**src/sv/assert_macros.svh**
```systemverilog
// Assertion macros shared by the polynomial term store RTL.
// Every check is sampled on i_clk and held off while i_rst_n is low.
`ifndef ASSERT_MACROS_SVH
`define ASSERT_MACROS_SVH

// Combinational or implication property that must hold at every edge.
`define SPTS_ASSERT(lbl, prop, msg) \
    lbl: assert property (@(posedge i_clk) disable iff (!i_rst_n) (prop)) else $error(msg);

// Antecedent at one edge implies consequent at the next edge.
`define SPTS_ASSERT_NEXT(lbl, ante, cons, msg) \
    lbl: assert property (@(posedge i_clk) disable iff (!i_rst_n) (ante) |=> (cons)) \
        else $error(msg);

`endif

```
**src/sv/spts_pkg.sv**
```systemverilog
// Shared types and constants for the sparse polynomial term store.
// No dependencies; imported by the cell, the max tree and the top level.
`default_nettype none

package spts_pkg;

    localparam int EXP_W     = 16;
    localparam int COEF_W    = 32;
    localparam int POS_W     = 6;
    localparam int CNT_OUT_W = 7;

    // Slave tdata layout, lowest bit first
    localparam int IN_CLR_LSB  = 0;
    localparam int IN_NEG_LSB  = 1;
    localparam int IN_COEF_LSB = 2;
    localparam int IN_EXP_LSB  = IN_COEF_LSB + COEF_W;
    localparam int IN_POS_LSB  = IN_EXP_LSB + EXP_W;
    localparam int IN_DATA_W   = 56;

    // Master tdata: coef, exponent, count, degree, empty flag
    localparam int OUT_DATA_W  = COEF_W + EXP_W + CNT_OUT_W + EXP_W + 1;

    typedef enum logic {
        OP_PUT  = 1'b0,
        OP_READ = 1'b1
    } t_op;

    typedef enum logic [1:0] {
        ST_OK    = 2'd0,
        ST_FULL  = 2'd1,
        ST_RANGE = 2'd2
    } t_status;

    typedef enum logic [1:0] {
        S_IDLE,
        S_APPLY,
        S_TREE,
        S_OUT
    } t_state;

    // Strobes broadcast from the sequencer to every cell
    typedef struct packed {
        logic cmp;
        logic apply;
        logic op_read;
        logic update;
        logic remove;
        logic insert;
    } t_cell_ctl;

endpackage

`default_nettype wire

```
**src/sv/spts_max_tree.sv**
```systemverilog
// Registered binary max tree over the exponents of the occupied slots.
// Depends on spts_pkg; each tree level is registered, and the root is the last level.
`default_nettype none

module spts_max_tree import spts_pkg::*; #(
    parameter int NUM = 64
) (
    input  wire                 i_clk,
    input  wire [EXP_W-1:0]     i_leaf [NUM],
    output logic [EXP_W-1:0]    o_max
);

    localparam int LVL = $clog2(NUM);
    localparam int P   = 1 << LVL;

    logic [EXP_W-1:0] r_node [P-1];
    logic [EXP_W-1:0] w_all  [2*P-1];

    genvar k;
    generate
        for (k = 0; k < 2*P-1; k++) begin : g_all
            if (k < P-1) begin : g_int
                assign w_all[k] = r_node[k];
            end else if (k - (P-1) < NUM) begin : g_leaf
                assign w_all[k] = i_leaf[k-(P-1)];
            end else begin : g_pad
                assign w_all[k] = '0;
            end
        end
        for (k = 0; k < P-1; k++) begin : g_node
            always_ff @(posedge i_clk) begin
                r_node[k] <= (w_all[2*k+1] > w_all[2*k+2]) ? w_all[2*k+1] : w_all[2*k+2];
            end
        end
    endgenerate

    assign o_max = r_node[0];

endmodule

`default_nettype wire

```
**config.mk**
```make
export PLATFORM = sky130hd
export DESIGN_NAME = spts_max_tree
export DESIGN_NICKNAME = d
export VERILOG_FILES = /design/src/sv/assert_macros.svh /design/src/sv/spts_pkg.sv /design/src/sv/spts_max_tree.sv
export SDC_FILE = /design/constraint.sdc
export NUM_CORES = 2
export LEC_CHECK = 0
export BUFFER_PORTS_ARGS = -buffer_cell sky130_fd_sc_hd__buf_2
export CORE_MARGIN = 5
export CORE_UTILIZATION = 35
export CTS_CLUSTER_SIZE = 30
export DETAILED_ROUTE_END_ITERATION = 10
export PLACE_DENSITY = 0.63
export SLEW_MARGIN = 40
export SYNTH_ARGS = -nofsm -noshare
export SYNTH_HDL_FRONTEND = slang
export SYNTH_SLANG_ARGS = --single-unit
export TNS_END_PERCENT = 50
```
**constraint.sdc**
```tcl
create_clock -name i_clk -period 7.6 [get_ports i_clk]
set_clock_uncertainty 0.2 [all_clocks]
set_input_delay 0.76 -clock i_clk [delete_from_list [all_inputs] [get_ports i_clk]]
set_output_delay 0.76 -clock i_clk [all_outputs]
set_load 0.02 [all_outputs]
```
# [Word-level counts from Yosys, hierarchy flattened]
# Memories as Yosys holds them, arrays and structs flattened.
# Index checks and enable logic that the tools add are counted.
[classes] n_lt_le_gt_ge=63 n_mux=63
[op_table] operator="$gt A16 B16 Y1" count=63
[op_table] operator="$mux W16" count=63
[totals] regBits=0 memories=1 inputBits=1025 wordCells=127 ram_bits=1008
[memory_table] name="r_node" words=63 width=16 rd=63 rd_ports_with_merged_regs=0 write_ports=63 line_no="spts_max_tree.sv:16" source="logic [EXP_W-1:0] r_node [P-1];"

# [Depth between registers and ports, before layout]
[logic_depth] ltp_word=2 depth_mapped=10 mapped_depth_nobuf=7

# [Worst setup path before layout]
# Ideal clock, no wire load.
[synth_path] path_type="input to register" startpoint="input i_leaf[366] (netlist bit)" endpoint="memory r_node[51][5] (netlist: r_node[1][309])" required_time_ns=7.279 path_buffers=3 stages=10 setup_ns=0.121 t_arrival_ns=2.599 slack_ns=4.680 path_cell_list="inv_1 -> ha_1 -> nand4_2 -> or4_1 -> buf_2 -> or2_1 -> clkbuf_1 -> clkbuf_1 -> nand2_1 -> o21ai_1"
[synth_lines] element="from (decl)" line_no="spts_max_tree.sv:9" source="input wire [EXP_W-1:0] i_leaf [NUM],"
[synth_lines] element="to (decl)" line_no="spts_max_tree.sv:16"

==> results_tabular.tex <==
\begin{tabular}{lr}
\hline
Metric & Value \\
\hline
\multicolumn{2}{l}{\textbf{Hold path}} \\
Startpoint of the most critical hold path & i\_leaf[107] \\
Hold Path Cell Cnt & 2 \\
Endpoint of the worst hold-timing path & r\_node[1][443] \\
Worst hold path class & in2reg \\
\multicolumn{2}{l}{\textbf{Clock network}} \\
Total clock buffers created by CTS & 118 \\
Deepest level of the CTS H-tree & 3 \\
Buffer count from post-CTS setup fixing & 0 \\
Clock tree from TritonCTS & built \\
Buffer cell driving the clock tree root & sky130\_fd\_sc\_hd\_\_clkbuf\_16 \\
Clock sink total & 1008 \\
Clk pin slew, worst setup/hold paths & 0.06 ns \\
Worst-skew pair later-pin latency & 0.76 ns \\
Buffer depth of the longest clock path & 3 \\
\multicolumn{2}{l}{\textbf{Timing}} \\
Setup repair after global routing missed its margin & no \\
Post-layout worst setup margin & 4.152 ns \\
Pins Over Slew Limit & 0 \\
Fin Hold WS & 0.07294 ns \\
Share of the clock period used by the worst path & 45.37\% \\
Final setup fails & 0 \\
Hold Violations, Final & 0 \\
Worst Max-Slew Pin Slew & 0.8422 ns \\
Worst slew margin relative to its limit & 43.34\% \\
Upper clock frequency limit & 290.0 MHz \\
Total negative setup slack & 0 ns \\
Crit path time final & 3.448 ns \\
\multicolumn{2}{l}{\textbf{Power}} \\
Combinational Power Share & 40.8\% \\
Part of the power in registers & 33.7\% \\
Net switching component of the power & 9.326 mW \\
Switching power as a share of total power & 39.39\% \\
Clk pwr share & 25.5\% \\
Power per unit of standard cell area & 286.3 mW/mm\^{}2 \\
IR drop worst, VDD & 0.2325 mV \\
Internal power & 14.35 mW \\
Reported leakage power & 37.19 nW \\
\multicolumn{2}{l}{\textbf{Place}} \\
Placement Setup Slack & 3.622 ns \\
Detailed-placement wirelength estimate & 206.6 mm \\
Number of cells in the design after placement & 11460 \\
Port Buffer Count & 1040 \\
Placed inst area & 0.07750 mm\^{}2 \\
Routability-driven placement congestion ratio & 0.9980 \\
\multicolumn{2}{l}{\textbf{Global routing}} \\
GR Util All Layers & 23.46\% \\
Pin count of the biggest net entering global routing & 32 \\
Grt total ovfl & 0 \\
Number of global-route vias before repair & 66850 \\
Number of antenna violations at the first check in global routing & 71 \\
Global-route wire length before repair & 393.7 mm \\
\multicolumn{2}{l}{\textbf{Floorplan}} \\
Core box area & 0.1992 mm\^{}2 \\
Die extent in y & 456.8 um \\
Initial Util & 35.07\% \\
Num ports & 1041 \\
Standard-cell rows & 164 \\
Width of the chip & 456.8 um \\
Overall die area & 0.2087 mm\^{}2 \\
\multicolumn{2}{l}{\textbf{Final layout}} \\
Most common cell after layout, fill and taps aside & sky130\_fd\_sc\_hd\_\_inv\_1 \\
Largest regs & r\_node: 1008 flops \\
Largest register FFs & 1008 \\
Layout Nets & 11020 \\
Register with the most flip-flops & r\_node \\
Non-filler instance count after layout & 11790 \\
Fraction of final layout cells sized beyond drive strength 1 & 16.44\% \\
Most frequent cells in the layout & sky130\_fd\_sc\_hd\_\_inv\_1, sky130\_fd\_sc\_hd\_\_buf\_2, sky130\_fd\_sc\_hd\_\_ha\_1, sky130\_fd\_sc\_hd\_\_dfxtp\_1, sky130\_fd\_sc\_hd\_\_nand3\_1 \\
Area growth from synthesis to layout & 18.33\% \\
Fill cells & 19520 \\
Post-route cell area & 0.08268 mm\^{}2 \\
\multicolumn{2}{l}{\textbf{Detailed routing}} \\
DRT antenna net count & 0 \\
Wire per inst & 22.17 um \\
DR pass1 iterations & 9 \\
Post-route DRC & 0 \\
1st-iter DRT viols & 6414 \\
Overall via count from detail\_route & 69900 \\
Final wirelength & 261.4 mm \\
Detail-routed via count per cell & 5.930 \\
\multicolumn{2}{l}{\textbf{Worst setup path}} \\
Destination of the worst register-to-register timing path & r\_node[0][69] \\
Largest fanout of any net on the critical path & 16 \\
Type of element launching the critical path & input pin \\
Critical path type & in2reg \\
Crit path arrival time & 3.87 ns \\
R2R setup slack & 4.31 ns \\
Worst R2R Path Depth & 7 \\
FF-to-FF Start & r\_node[0][175] \\
Crit. End Element & flip-flop \\
Required @ worst endpoint & 8.02 ns \\
\multicolumn{2}{l}{\textbf{Outcome}} \\
Run status & completed \\
\multicolumn{2}{l}{\textbf{Logic synthesis}} \\
Number of flops mapped to enable cells by yosys & 0 \\
Post-synth top flop & sky130\_fd\_sc\_hd\_\_dfxtp\_1 \\
Proportion of register bits with asynchronous set or reset after synthesis & 0\% \\
Post-Synthesis Cells & 8191 \\
Yosys warning count & 0 \\
Share of synthesized area occupied by flip-flops and latches & 28.88\% \\
Netlist area before placement & 0.06988 mm\^{}2 \\
Post-Synthesis Net Count & 10220 \\
Mean instance size in the synthesized netlist & 8.531 um\^{}2 \\
Count of state elements after synthesis & 1008 \\
Cell variety after synth & 46 \\
\multicolumn{2}{l}{\textbf{Flow run}} \\
Maximum Capacitance Violations & 0 \\
\hline
\end{tabular}
==> critical path: stages <==
cell	delay, ns
sky130_fd_sc_hd__dlygate4sd3_1	0.58
sky130_fd_sc_hd__buf_2	0.15
sky130_fd_sc_hd__ha_1	0.28
sky130_fd_sc_hd__nor2b_1	0.13
sky130_fd_sc_hd__o211ai_1	0.09
sky130_fd_sc_hd__a2111o_1	0.41
sky130_fd_sc_hd__a31oi_4	0.53
sky130_fd_sc_hd__mux2_1	0.38
sky130_fd_sc_hd__dlygate4sd3_1	0.57
==> per-stage QoR <==
stage          utilization, %  power [mW]
4_1_cts                 41.34       23.77
6_report                41.50       23.68
2_1_floorplan               -       14.14
5_1_grt                 41.48       25.30
3_3_place_gp            38.59       17.07
3_5_place_dp            38.90       17.53
==> worst max path at each step <==
stage / start / endpoint / slack [ns] / cells after the start
3_3_place_gp: i_leaf[303] / r_node[1][349] / 3.67 / 8
2_1_floorplan: i_leaf[366] / r_node[1][309] / 4.68 / 10
4_1_cts: r_node[1][495] / r_node[0][495] / 4.08 / 7
5_1_grt: i_leaf[65] / r_node[1][463] / 4.09 / 10
6_report: i_leaf[177] / r_node[1][411] / 4.15 / 9
3_5_place_dp: i_leaf[751] / r_node[1][127] / 3.62 / 8
==> cells in the mapped netlist, drive strengths merged (38+ instances only) <==
master / n / area [um^2]
a21o: 41 / 315.3
a21oi: 374 / 1872
a31oi: 40 / 400.4
buf: 94 / 509.2
clkbuf: 404 / 1516
dfxtp: 1008 / 20180
ha: 1008 / 12610
inv: 1092 / 4099
mux2: 400 / 4504
nand2: 356 / 1336
nand2b: 38 / 237.7
nand3: 687 / 3438
nand4: 213 / 1339
nor2: 102 / 382.9
nor3: 57 / 380.4
nor4: 617 / 3860
o211ai: 580 / 4354
o21ai: 179 / 895.9
o311ai: 592 / 5185
or3: 38 / 237.7
==> cell type report <==
type                       count  area (um^2)  area share, %
antenna                       44        110.1         0.1332
clock buffer                 150         3313          4.007
clock inverter                72        914.6          1.106
inverter                    1092         4099          4.957
multi-input combinational   5593        44380          53.67
sequential                  1008        20180          24.41
tap                         2656         3323          4.019
timing repair buffer        1173         6370          7.704
==> cells by family after synthesis <==
kind of cell	Yosys count	synth area share [%]
buffers and inverters	1590	8.765
and+or+nand+nor	2212	17.25
DFF	1008	28.88
muxes	400	6.446
AOI/OAI and AO/OA	1973	20.61
adders and majority gates	1008	18.05
==> power by group through the flow <==
stage               sequential [mW]  combinational [mW]  clock, mW
global route                   8.09                10.8       6.45
global placement               8.05                9.02          0
floorplan                      7.40                6.74          0
finish                         7.98                9.66       6.04
CTS                            7.96                9.59       6.22
detailed placement             8.05                9.48          0
==> repair_timing <==
| item | CTS | global route |
|---|---|---|
| endpoints found under the hold margin | 41 | 0 |
| gates resized for setup | 0 | 0 |
| hold buffers | 65 | 0 |
==> metal layers <==
layer | vias to the layer above | share of wire, % | global-route usage (%)
met2 | 3145 | 45 | 37.90
met1 | 33070 | 42 | 30.06
met4 | 32 | 5.6 | 11.89
li1 | 32990 | - | -
met3 | 662 | 7.0 | 4.088
met5 | - | 0.075 | 0
No activity file was read; power rests on OpenSTA's default activity.
