==> src/sv/assert_macros.svh <==
// Assertion macros shared by the polynomial term store RTL.
// Every check is sampled on i_clk and held off while i_rst_n is low.
`ifndef ASSERT_MACROS_SVH
`define ASSERT_MACROS_SVH

// Combinational or implication property that must hold at every edge.
`define SPTS_ASSERT(lbl, prop, msg) \
    lbl: assert property (@(posedge i_clk) disable iff (!i_rst_n) (prop)) else $error(msg);

// Antecedent at one edge implies consequent at the next edge.
`define SPTS_ASSERT_NEXT(lbl, ante, cons, msg) \
    lbl: assert property (@(posedge i_clk) disable iff (!i_rst_n) (ante) |=> (cons)) \
        else $error(msg);

`endif

==> src/sv/spts_pkg.sv <==
// Shared types and constants for the sparse polynomial term store.
// No dependencies; imported by the cell, the max tree and the top level.
`default_nettype none

package spts_pkg;

    localparam int EXP_W     = 16;
    localparam int COEF_W    = 32;
    localparam int POS_W     = 6;
    localparam int CNT_OUT_W = 7;

    // Slave tdata layout, lowest bit first
    localparam int IN_CLR_LSB  = 0;
    localparam int IN_NEG_LSB  = 1;
    localparam int IN_COEF_LSB = 2;
    localparam int IN_EXP_LSB  = IN_COEF_LSB + COEF_W;
    localparam int IN_POS_LSB  = IN_EXP_LSB + EXP_W;
    localparam int IN_DATA_W   = 56;

    // Master tdata: coef, exponent, count, degree, empty flag
    localparam int OUT_DATA_W  = COEF_W + EXP_W + CNT_OUT_W + EXP_W + 1;

    typedef enum logic {
        OP_PUT  = 1'b0,
        OP_READ = 1'b1
    } t_op;

    typedef enum logic [1:0] {
        ST_OK    = 2'd0,
        ST_FULL  = 2'd1,
        ST_RANGE = 2'd2
    } t_status;

    typedef enum logic [1:0] {
        S_IDLE,
        S_APPLY,
        S_TREE,
        S_OUT
    } t_state;

    // Strobes broadcast from the sequencer to every cell
    typedef struct packed {
        logic cmp;
        logic apply;
        logic op_read;
        logic update;
        logic remove;
        logic insert;
    } t_cell_ctl;

endpackage

`default_nettype wire

==> src/sv/spts_cell.sv <==
// One list slot of the term store: exponent and coefficient, match flag.
// Depends on spts_pkg; neighbors pass term data, a hit prefix and a gather bus.
`default_nettype none

module spts_cell import spts_pkg::*; #(
    parameter int CNT_W = 7,
    parameter int IDX   = 0
) (
    input  wire                     i_clk,
    input  t_cell_ctl               i_ctl,
    input  wire [CNT_W-1:0]         i_cnt,
    input  wire [EXP_W-1:0]         i_cmp_exp,
    input  wire [POS_W-1:0]         i_cmp_pos,
    input  wire [COEF_W-1:0]        i_new_coef,
    input  wire [EXP_W-1:0]         i_lo_exp,
    input  wire [COEF_W-1:0]        i_lo_coef,
    input  wire [EXP_W-1:0]         i_up_exp,
    input  wire [COEF_W-1:0]        i_up_coef,
    input  wire                     i_hit_pre,
    input  wire [EXP_W-1:0]         i_gath_exp,
    input  wire [COEF_W-1:0]        i_gath_coef,
    output logic [EXP_W-1:0]        o_exp,
    output logic [COEF_W-1:0]       o_coef,
    output logic                    o_hit,
    output logic                    o_hit_pre,
    output logic [EXP_W-1:0]        o_gath_exp,
    output logic [COEF_W-1:0]       o_gath_coef,
    output logic [EXP_W-1:0]        o_leaf
);

    localparam logic [CNT_W-1:0] MY_IDX = CNT_W'(IDX);
    localparam bit               POS_OK = (IDX < (1 << POS_W));
    localparam logic [POS_W-1:0] MY_POS = POS_W'(IDX);

    logic [EXP_W-1:0]  r_exp;
    logic [COEF_W-1:0] r_coef;
    logic              r_hit;
    logic              n_hit;
    logic              w_occ;
    logic [COEF_W-1:0] w_sum;
    logic [COEF_W-1:0] w_pick;

    assign w_occ = (MY_IDX < i_cnt);
    assign w_sum = r_coef + i_new_coef;

    always_comb begin
        if (i_ctl.op_read) begin
            n_hit = POS_OK && (i_cmp_pos == MY_POS) && w_occ;
        end else begin
            n_hit = w_occ && (r_exp == i_cmp_exp);
        end
    end

    always_ff @(posedge i_clk) begin
        if (i_ctl.cmp) begin
            r_hit <= n_hit;
        end
    end

    // Update adds to the hit slot; remove closes the gap from the hit slot on; insert pushes everything down.
    always_ff @(posedge i_clk) begin
        if (i_ctl.apply) begin
            if (i_ctl.update && r_hit) begin
                r_coef <= w_sum;
            end else if (i_ctl.remove && (i_hit_pre || r_hit)) begin
                r_exp  <= i_up_exp;
                r_coef <= i_up_coef;
            end else if (i_ctl.insert) begin
                r_exp  <= i_lo_exp;
                r_coef <= i_lo_coef;
            end
        end
    end

    assign w_pick      = i_ctl.op_read ? r_coef : w_sum;
    assign o_exp       = r_exp;
    assign o_coef      = r_coef;
    assign o_hit       = r_hit;
    assign o_hit_pre   = i_hit_pre | r_hit;
    assign o_gath_exp  = i_gath_exp | (r_hit ? r_exp : '0);
    assign o_gath_coef = i_gath_coef | (r_hit ? w_pick : '0);
    assign o_leaf      = w_occ ? r_exp : '0;

endmodule

`default_nettype wire

==> config.mk <==
export PLATFORM = sky130hd
export DESIGN_NAME = spts_cell
export DESIGN_NICKNAME = d
export VERILOG_FILES = /design/src/sv/assert_macros.svh /design/src/sv/spts_pkg.sv /design/src/sv/spts_cell.sv
export SDC_FILE = /design/constraint.sdc
export NUM_CORES = 1
export LEC_CHECK = 0
export ABC_AREA = 1
export BUFFER_PORTS_ARGS = -buffer_cell sky130_fd_sc_hd__buf_4
export CAP_MARGIN = 20
export CORE_AREA = 2 2 126 128
export CTS_BUF_LIST = sky130_fd_sc_hd__clkbuf_8
export DETAILED_ROUTE_END_ITERATION = 12
export DIE_AREA = 0 0 128 130
export GPL_ROUTABILITY_DRIVEN = 0
export HOLD_SLACK_MARGIN = 0.06
export PLACE_DENSITY = 0.83
export SLEW_MARGIN = 40
export SYNTH_ARGS = -nofsm -noshare
export SYNTH_HDL_FRONTEND = slang
export SYNTH_SLANG_ARGS = --single-unit
export TNS_END_PERCENT = 30
==> constraint.sdc <==
create_clock -name i_clk -period 4.5 [get_ports i_clk]
set_input_delay 0.9 -clock i_clk [delete_from_list [all_inputs] [get_ports i_clk]]
set_output_delay 0.9 -clock i_clk [all_outputs]
set_load 0.01 [all_outputs]
# == Yosys cells after proc, flatten, opt, wreduce, memory -nomap -nowiden ==
# Index checks and enable logic that the tools add are counted.
# word_totals
word_cells,30
out_inout_bits,114
input_bits,213
regBits,49
# classes
muxes,10
bitwise,4
eq_ne,1
n_lt_le_gt_ge,1
add_sub_neg,1
reduce_logical,10
# ops
cell,n
2-to-1 mux 32 bit,5
2-to-1 mux 16 bit,4
adder 32 bit,1
OR 32 bit,1
equality test 16 bit,1
OR 16 bit,1
less-than comparator 1 x 7 -> 1 bit (first input constant),1
zero test 6 bit,1
logical AND 1 bit,4
AND reduction 3 bit,1
nonzero test 3 bit,1
AND reduction 2 bit,1
nonzero test 2 bit,1
logical OR 1 bit,1
2-to-1 mux 1 bit,1
inverter 1 bit,1
OR 1 bit,1

# == Logic depth before layout (Yosys ltp) ==
# logic_depth
depth_word,4
mapped_depth,14
mapped_depth_nobuf,14

# == Worst setup path after synthesis ==
# No wires, ideal clock.
# synth_timing
kind,input-to-reg
from,input i_hit_pre
to,"register r_coef[0] (netlist: o_coef[0]), enable pin"
setup_ns,0.432
arrival_ns,3.085
slack_ns,0.983
stages,6
path_buffers,1
t_required_ns,4.068
path_cell_list,or2_1 nand2_2 inv_2 buf_2 nor2_1 a21oi_1
# synth_via
elab_chain_len,4
# synth_lines
element,line_no,source
from (decl),spts_cell.sv:19,"input wire i_hit_pre,"
logical OR 1 bit,spts_cell.sv:65,end else if (i_ctl.remove && (i_hit_pre || r_hit)) begin
logical AND 1 bit,spts_cell.sv:65,
nonzero test 3 bit (no source line),-,
AND reduction 2 bit (no source line),-,
to (signal assigned),spts_cell.sv:64,r_coef <= w_sum;
to (signal assigned),spts_cell.sv:67,r_coef <= i_up_coef;
to (signal assigned),spts_cell.sv:70,r_coef <= i_lo_coef;
to (decl),spts_cell.sv:36,logic [COEF_W-1:0] r_coef;
# No other way between the ends.
# A chain may end at the register's enable or synchronous reset.

# == Final worst setup path ==
# layout_timing
from,input i_new_coef[0]
to,output o_gath_coef[28]
# layout_via
elab_chain_len,4
# layout_lines
element,line_no,source
from (decl),spts_cell.sv:14,"input wire [COEF_W-1:0] i_new_coef,"
adder 32 bit,spts_cell.sv:44,assign w_sum = r_coef + i_new_coef;
2-to-1 mux 32 bit,spts_cell.sv:75,assign w_pick = i_ctl.op_read ? r_coef : w_sum;
2-to-1 mux 32 bit,spts_cell.sv:81,assign o_gath_coef = i_gath_coef | (r_hit ? w_pick : '0);
OR 32 bit,spts_cell.sv:81,
to (decl),spts_cell.sv:27,"output logic [COEF_W-1:0] o_gath_coef,"
# No other way between the ends.

==> impl_metrics.csv <==
group,metric,value,unit
detailed_routing,drc,0,
setup_path,worst-r2r-cell-count,5,
yosys,synth_top_family_by_area,"simple AND/OR/NAND/NOR gates",
setup_path,crit_chain,"buf_4 > ha_1 > fa_1 > nand3_1 > nand3_1 > nand3_1 > nand3b_1 > nand2_1 > nand2_1 > nand2_1 > nand3_1 > nand2_1 > nand2_1 > buf_4",
yosys,synth.distinct_cells,39,
sta,fin_crit_sh,85.9,%
sta,tns,0,ns
die,dieHeight,130,µm
detailed_routing,drt-vias-per-instance,4.96,
cts,h-tree-depth,2,
detailed_routing,via_count,7415,
sta,fmax,259,MHz
yosys,synth_edf_count,49,
place,dp_hpwl,19800,µm
power,leakagePower,4.95,nW
setup_path,crit_path_top_delay_cell,"fa_1",
sta,timing.final.hold_violations,0,
cts,numCtsBuffers,5,
setup_path,reg2reg_to,"o_coef[12]$_DFFE_PP_",
cts,clk_latency,0.34,ns
yosys,synth_simple_gate_area_share,38.4,%
detailed_routing,ant_nets,0,
yosys,avgSynthCellArea,6.06,µm²
place,placed_cells,1487,
setup_path,cp.required,3.60,ns
final_layout,diodes,0,
die,rows,46,
sta,skew,0.0127,ns
sta,slew_headroom,43.8,%
die,io_pins,327,
die,die_w,128,µm
outcome,status,"complete, no violations",
final_layout,nNetsFinal,1548,
cts,ctsRootBufferMaster,"clkbuf_8",
min_path,holdCritPathClass,"in -> reg",
setup_path,crit_path_frequent_cell,"nand2_1",
cts,hold_buffers,0,
sta,setup_violations,0,
final_layout,fillers,1520,
yosys,synth-seq-area-share,24.7,%
global_route,grt.total_usage,27.1,%
yosys,synth-async-reset-ratio,0,%
detailed_routing,wl_per_cell,15.8,µm
detailed_routing,drtIter0Drc,576,
setup_path,slowest_delay,0.47,ns
yosys,synth.area.mux_share,2.69,%
min_path,holdPathEnd,"o_hit$_DFFE_PP_",
yosys,synth_xor_area_share,3.94,%
final_layout,register_area,1470,µm²
cts,cts_resized,0,
min_path,hold_depth,1,
final_layout,synthToLayoutAreaGrowth,46.1,%
die,dieArea,16600,µm²
final_layout,final_cells,1496,
sta,fin_crit,3.87,ns
setup_path,r2r_slack,1.52,ns
yosys,synth_cells,984,
power,ir_drop,0.000129,V
yosys,netlist_area,5960,µm²
yosys,ys_seq_elements,49,
setup_path,critPathBufInv,2,
sta,max_slew.worst_pin.slew,0.842,ns
global_route,grt.overflow.total,0,
yosys,synthFlopType,"edfxtp_1",
global_route,grt_pass1_wl,34900,µm
setup_path,crit_path_end_kind,"output port",
setup_path,cp_max_fo,4,
setup_path,start_kind,"input pin",
detailed_routing,totalWireLength,23600,µm
yosys,yosysWarnings,0,
detailed_routing,drt_pass1_iterations,5,
cts,cts_tree,"yes",
cts,clockBufferDepth,2,
global_route,antenna_found_initial,0,
final_layout,drive_above_1_share,27.9,%
place,port_buffers,326,
power,powerDensity,220,nW/µm²
global_route,grt_pass1_vias,6922,
sta,maxSlewViolCount,0,
setup_path,cp_data_arrival_time,2.97,ns
yosys,synthAdderAreaFrac,6.84,%
cts,post-cts-setup-buffers,0,
setup_path,crit_type,"in -> out",
global_route,grt_max_degree,35,
cts,clock-sinks,49,
die,coreArea,15400,µm²
die,start_util,38.7,%
final_layout,multi_input_area,3760,µm²
yosys,syn-num-nets,1229,
sta,rsz0062_at_grt,"no",
min_path,hold_path_startpoint,"i_ctl[5]",
setup_path,reg2reg_from,"o_hit$_DFFE_PP_",
flow_run,drv_cap,0,
cts,path_clk_slew,0.11,ns
setup_path,crit_family,"simple AND/OR/NAND/NOR gates",
yosys,synth_compound_area_share,10.8,%
-- logic make-up (layout without fill, tap and decap cells) --
| family | count (synthesis) | count (layout) |
|---|---|---|
| simple gates | 570 | 570 |
| buf+inv | 186 | 506 |
| compound gates | 105 | 105 |
| flops | 49 | 49 |
| fa+ha+maj | 32 | 32 |
| xor+xnor | 26 | 26 |
| mux | 16 | 16 |
-- synthesized netlist by cell type (all sizes together) (3+ instances only) --
master,number,area share [%]
nand2,373,24
inv,159,10
nor2,126,8.1
nand3,51,4.4
edfxtp,49,25
o21bai,32,4.0
ha,31,6.5
o21ai,30,2.6
a21oi,23,1.9
xor2,20,3.1
mux2i,16,2.7
buf,15,1.6
a31oi,13,1.4
clkbuf,10,0.80
and2,7,0.76
nor3,7,0.59
xnor2,6,0.88
a21o,3,0.38
-- per-layer routing --
metal  vias to the layer above  part of all wire [%]  global-route usage (%)
met5                         -                     0                       0
met4                         0                   3.6                    10.8
met3                        53                   8.3                    5.58
met2                       363                    50                    48.9
met1                      3292                    38                    31.7
li1                       3707                     -                       -
-- layout make-up --
class	instances	area share, %
clock buffer	5	0.790
clock inverter	3	0.244
inverter	160	6.89
multi-input combinational	749	43.2
sequential	49	16.9
tap	192	2.76
timing repair buffer	338	29.3
-- stage by stage --
step	setup slack, ns	hold slack, ns	cell area [µm²]	total power [W]	utilization (%)
global route	0.494	0.738	8710	0.00204	56.5
floorplan	0.983	0.811	5960	0.00117	-
global placement	0.745	0.840	8600	0.00159	55.7
CTS	0.672	0.738	8700	0.00191	56.4
finish	0.633	0.747	8710	0.00192	56.5
detailed placement	0.685	0.852	8610	0.00161	55.8
-- power breakdown --
part	switching, W	total [W]	internal (W)	leakage, nW
registers	0.0000407	0.000597	0.000556	0.469
clock network	0.000196	0.000307	0.000112	0.0462
logic	0.000569	0.00102	0.000447	4.44
total	0.000805	0.00192	0.00112	4.95
-- cells in the final DEF (no fill, tap or decap), types with 7 or more instances in the layout --
master and n:
a21oi_1 22, a31oi_1 13, buf_4 336, edfxtp_1 49, ha_1 31, inv_1 158
mux2i_1 16, nand2_1 366, nand2_2 7, nand3_1 50, nor2_1 123, o21ai_0 28
o21bai_1 32, xor2_1 19
-- how the worst max path moves through the flow --
stage	from	endpoint	slack, ns	cells after the start
after global placement	i_new_coef[0]	o_gath_coef[28]	0.74	14
final	i_new_coef[0]	o_gath_coef[28]	0.63	14
after global routing	i_new_coef[0]	o_gath_coef[28]	0.49	14
after CTS	i_new_coef[0]	o_gath_coef[12]	0.67	11
after floorplan	i_hit_pre	o_coef[0]$_DFFE_PP_	0.98	6
after detailed placement	i_new_coef[0]	o_gath_coef[28]	0.68	14
-- sequential cells by signal, summed over array words and instances, names as in the netlist --
| signal | flops |
|---|---|
| o_coef | 32 |
| o_hit | 1 |
| o_exp | 16 |
-- worst register-to-register path, delay by kind of cell (launching register included) --
family | cells | cell delay, ns
AND/OR/NAND/NOR | 2 | 0.87
flip-flops | 1 | 0.73
multiplexers | 2 | 0.66
buffers and inverters | 1 | 0.46
Power figures use the tool's default switching activity.
